--- src/sv/ktmpt_pkg.sv ---
package ktmpt_pkg;

  localparam int PRICE_W    = 16;
  localparam int CFG_W      = 6;
  localparam int PROFIT_W   = 21;
  localparam int HOLD_W     = 24;
  localparam int FREE_W     = 22;
  localparam int IN_DATA_W  = 16;
  localparam int OUT_DATA_W = 24;

  localparam int MAX_TRADES_DEF = 32;
  localparam int MAX_TRADES_LIM = 256;
  localparam int LIM_W          = 9;

  localparam logic [CFG_W-1:0] MAX_TRADES_RST = CFG_W'(1);

  typedef logic signed [HOLD_W-1:0] hold_t;
  typedef logic signed [FREE_W-1:0] free_t;
  typedef logic [PRICE_W-1:0]       price_t;

  localparam hold_t HOLD_INVALID = {1'b1, {(HOLD_W-1){1'b0}}};

endpackage

--- src/sv/ktmpt_cell.sv ---
module ktmpt_cell (
  input  logic            clk,
  input  logic            rst_n,
  input  logic            upd,
  input  logic            clr,
  input  ktmpt_pkg::price_t price,
  input  ktmpt_pkg::free_t  below_i,
  output ktmpt_pkg::free_t  free_o,
  output ktmpt_pkg::free_t  free_r_o
);

  ktmpt_pkg::hold_t hold_r, hold_nxt, hold_cur, buy, sell, free_ext;
  ktmpt_pkg::free_t free_r, free_nxt, free_cur;

  always_comb begin
    hold_cur = clr ? ktmpt_pkg::HOLD_INVALID : hold_r;
    free_cur = clr ? '0 : free_r;
    buy      = ktmpt_pkg::HOLD_W'(below_i)
             - $signed({{(ktmpt_pkg::HOLD_W-ktmpt_pkg::PRICE_W){1'b0}}, price});
    hold_nxt = (buy > hold_cur) ? buy : hold_cur;
    sell     = hold_nxt
             + $signed({{(ktmpt_pkg::HOLD_W-ktmpt_pkg::PRICE_W){1'b0}}, price});
    free_ext = ktmpt_pkg::HOLD_W'(free_cur);
    free_nxt = (sell > free_ext) ? sell[ktmpt_pkg::FREE_W-1:0] : free_cur;
  end

  // neighbor above sees this level's value before the current price
  assign free_o   = free_cur;
  assign free_r_o = free_r;

  always_ff @(posedge clk) begin
    if (!rst_n) begin
      hold_r <= ktmpt_pkg::HOLD_INVALID;
      free_r <= '0;
    end else if (upd) begin
      hold_r <= hold_nxt;
      free_r <= free_nxt;
    end
  end

endmodule

--- config.mk ---
export PLATFORM = sky130hd
export DESIGN_NAME = ktmpt_cell
export DESIGN_NICKNAME = d
export VERILOG_FILES = /design/src/sv/ktmpt_pkg.sv /design/src/sv/ktmpt_cell.sv
export SDC_FILE = /design/constraint.sdc
export NUM_CORES = 1
export LEC_CHECK = 0
export BUFFER_PORTS_ARGS = -buffer_cell sky130_fd_sc_hd__buf_4
export CAP_MARGIN = 20
export CORE_UTILIZATION = 53
export CTS_CLUSTER_DIAMETER = 100
export CTS_CLUSTER_SIZE = 12
export DETAILED_ROUTE_END_ITERATION = 7
export PLACE_DENSITY_LB_ADDON = 0.3
export SYNTH_ARGS = -nofsm -noshare
export SYNTH_HDL_FRONTEND = slang
export SYNTH_SLANG_ARGS = --single-unit
--- constraint.sdc ---
create_clock -name clk -period 10.1 [get_ports clk]
set_clock_uncertainty 0.05 [all_clocks]
set_input_delay 1.515 -clock clk [delete_from_list [all_inputs] [get_ports clk]]
set_output_delay 1.515 -clock clk [all_outputs]
set_load 0.01 [all_outputs]
==> results.json <==
{
  "run_status": "complete, no violations",
  "global_router_s_overall_resource_usage_pct": 29.4,
  "worst_setup_hold_path_clk_slew_ns": 0.10,
  "grt_overflow": 0,
  "required_time_reported_for_the_critical_path_endpoint_ns": 10.25,
  "cp_max_fo": 9,
  "drtAntennaViolNets": 0,
  "asyncSetResetFlopFracSynth_pct": 0,
  "max_slew.worst_pin.slew_ns": 0.483,
  "final_layout_size_suffix_gt1_share_pct": 19.6,
  "max_fclk_mhz": 103,
  "die_h_um": 102,
  "yosys_most_used_dff": "dfxtp_1",
  "cpPeakStageDelay_ns": 0.42,
  "vdd_ir_drop_max_uv": 81.5,
  "clkSinkCount": 46,
  "grt_max_degree": 50,
  "first_global_vias": 5211,
  "placed_cells": 918,
  "floorplan.io_pins": 86,
  "timing_hold_violations_final": 0,
  "post-synth-top-count-cell": "ha_1",
  "drc": 0,
  "synth_edf_count": 0,
  "first_iter_violations": 282,
  "avgRoutedWirePerCell_um": 16.1,
  "yosysWarnings": 0,
  "critical_path_arrival_ns": 9.84,
  "regArea_um2": 921,
  "synth_top_cells_by_area": "ha_1 (19%), dfxtp_1 (17%), nand2b_1 (6.1%), nor2_1 (4.7%), mux2i_1 (4.7%)",
  "core.rowCount": 36,
  "floorplan.initialDensity_pct": 54.4,
  "firstDrtPassIters": 5,
  "cts-root-buf": "clkbuf_8",
  "crit_path_end_kind": "flop",
  "final_layout_worst_hold_slack_ns": 0.446,
  "drt_wl_total_mm": 15.0,
  "layout.cell_area.non_filler_um2": 6470,
  "slew-limit-headroom_pct": 67.6,
  "insertion_delay_ns": 0.31,
  "hold_path_class": "reg2reg",
  "cts-buffers-inserted": 5,
  "synth_top_area_share_pct": 18.7,
  "dp_worst_setup_slack_ns": -0.494,
  "cellPowerDensity_nw_per_um2": 152,
  "maxCapViolCount": 0,
  "crit_path_top_delay_cell": "fa_1",
  "diodes": 0,
  "setup_viol_count_final": 0,
  "synth_area_um2": 5300,
  "critPathLaunchType": "primary input",
  "netlist-cell-type-count": 59,
  "detailroute.via_count": 5392,
  "dp_hpwl_mm": 11.9,
  "synth_largest_area_cell": "ha_1",
  "area_occupied_by_multi_input_gates_um2": 4170,
  "period_minus_slack_ns": 9.69,
  "number_of_vias_per_cell": 5.78,
  "layout.nets": 923,
  "largest_buffer_count_on_any_clock_path": 2,
  "placed_inst_area_um2": 6230,
  "path_class": "in2reg",
  "postSynthRegisterBits": 46,
  "floorplan.die.width_um": 102,
  "ys_top_cells_by_count": "ha_1 (79), nor2_1 (67), inv_1 (54)",
  "static-leakage-power_nw": 3.12,
  "n_fill_cell": 894,
  "placement.io_buffers": 85,
  "postSynthAreaPerCell_um2": 7.65,
  "layout_setup_ws_ns": 0.411,
  "place_congestion": 0.936,
  "final.period_utilization_pct": 95.9,
  "synth.net_count": 815,
  "seq_area_frac_synth_pct": 17.4,
  "grt_first_pass_wirelength_mm": 24.2,
  "cts_hold_buffers": 0,
  "flow.area_growth_from_synthesis_pct": 22.1,
  "tritoncts": "done",
  "post_synth_inst_count": 692,
  "report.final.slew_viol_count": 0,
  "final_cell_count_no_fill": 933,
  "die_area_um2": 10400,
  "antenna_found_initial": 0,
  "floorplan.core_area_um2": 9730,
  "cts.htree.levels": 2
}
-- power by group --
part,total (mW),internal (mW),switching [mW]
Sequential,0.223,0.206,0.0175
Combinational,0.637,0.287,0.350
Clock,0.120,0.0478,0.0722
-- stage by stage --
stage               TNS [ns]  power [mW]  util [%]
finish                     0       0.980      66.5
global route          -0.431        1.05      66.5
CTS                        0       0.950      65.0
detailed placement     -9.93       0.829      64.1
global placement       -2.03       0.812      64.1
floorplan                  0       0.635         -
-- cells by family after synthesis --
family	share of synthesized area, %
muxes	4.73
xor gates and xnor gates	6.92
DFF	17.4
AOI/OAI and AO/OA	23.8
buffers and inverters	5.72
adders and majority gates	19.4
and+or+nand+nor	22.0
-- flip-flops by register name, indices dropped and copies added (netlist names) --
register and count:
hold_r 24, free_r_o 22
-- timing repair --
action                                 4_1_cts  5_1_grt
endpoints found under the hold margin        0        0
pin swaps                                    0       13
buffers inserted                             0        7
setup endpoints to repair                   22       22
gates resized for setup                      2       25
gates cloned                                 0        1
-- final timing paths --
kind | startpoint | endpoint | slack, ns | cells past startpoint
min | free_r_o[19] | free_r_o[19] | 0.45 | 2
max | below_i[0] | free_r_o[16] | 0.41 | 44
max reg2reg | hold_r[16] | free_r_o[16] | 2.95 | 35
min reg2reg | free_r_o[19] | free_r_o[19] | 0.45 | 2
-- worst max-delay path, delay by kind of cell --
family / cells / cell delay [ns]
compound gates: 19 / 3.56
simple gates: 11 / 2.08
fa+ha+maj: 5 / 1.49
buf+inv: 7 / 0.77
mux: 1 / 0.31
xor+xnor: 1 / 0.08
-- cell type report --
cell class,instances,share of cell area (%)
Tap cell,133,2.57
Sequential cell,46,14.2
Multi-Input combinational cell,569,64.4
Inverter,56,3.25
Timing Repair Buffer,122,14.3
Clock inverter,1,0.116
Clock buffer,6,1.12
-- layer usage --
layer	GRT usage [%]	up-vias	share of wire, %
li1	-	2682	-
met1	36.5	2505	43
met2	51.9	176	50
met3	3.90	29	4.8
met4	10.7	0	2.0
met5	0	-	0
-- cells in the final DEF, fill, tap and decap left out, types with 17 or more instances in the layout --
| cell type | count |
|---|---|
| buf_4 | 120 |
| a22oi_1 | 23 |
| mux2i_1 | 25 |
| xor2_1 | 17 |
| inv_1 | 54 |
| nand2_1 | 47 |
| a21oi_1 | 45 |
| ha_1 | 77 |
| o21ai_0 | 30 |
| dfxtp_1 | 46 |
| nor2_1 | 66 |
| nand2b_1 | 52 |
| a21o_1 | 18 |
| xnor2_1 | 23 |
No activity file was read; power rests on OpenSTA's default activity.
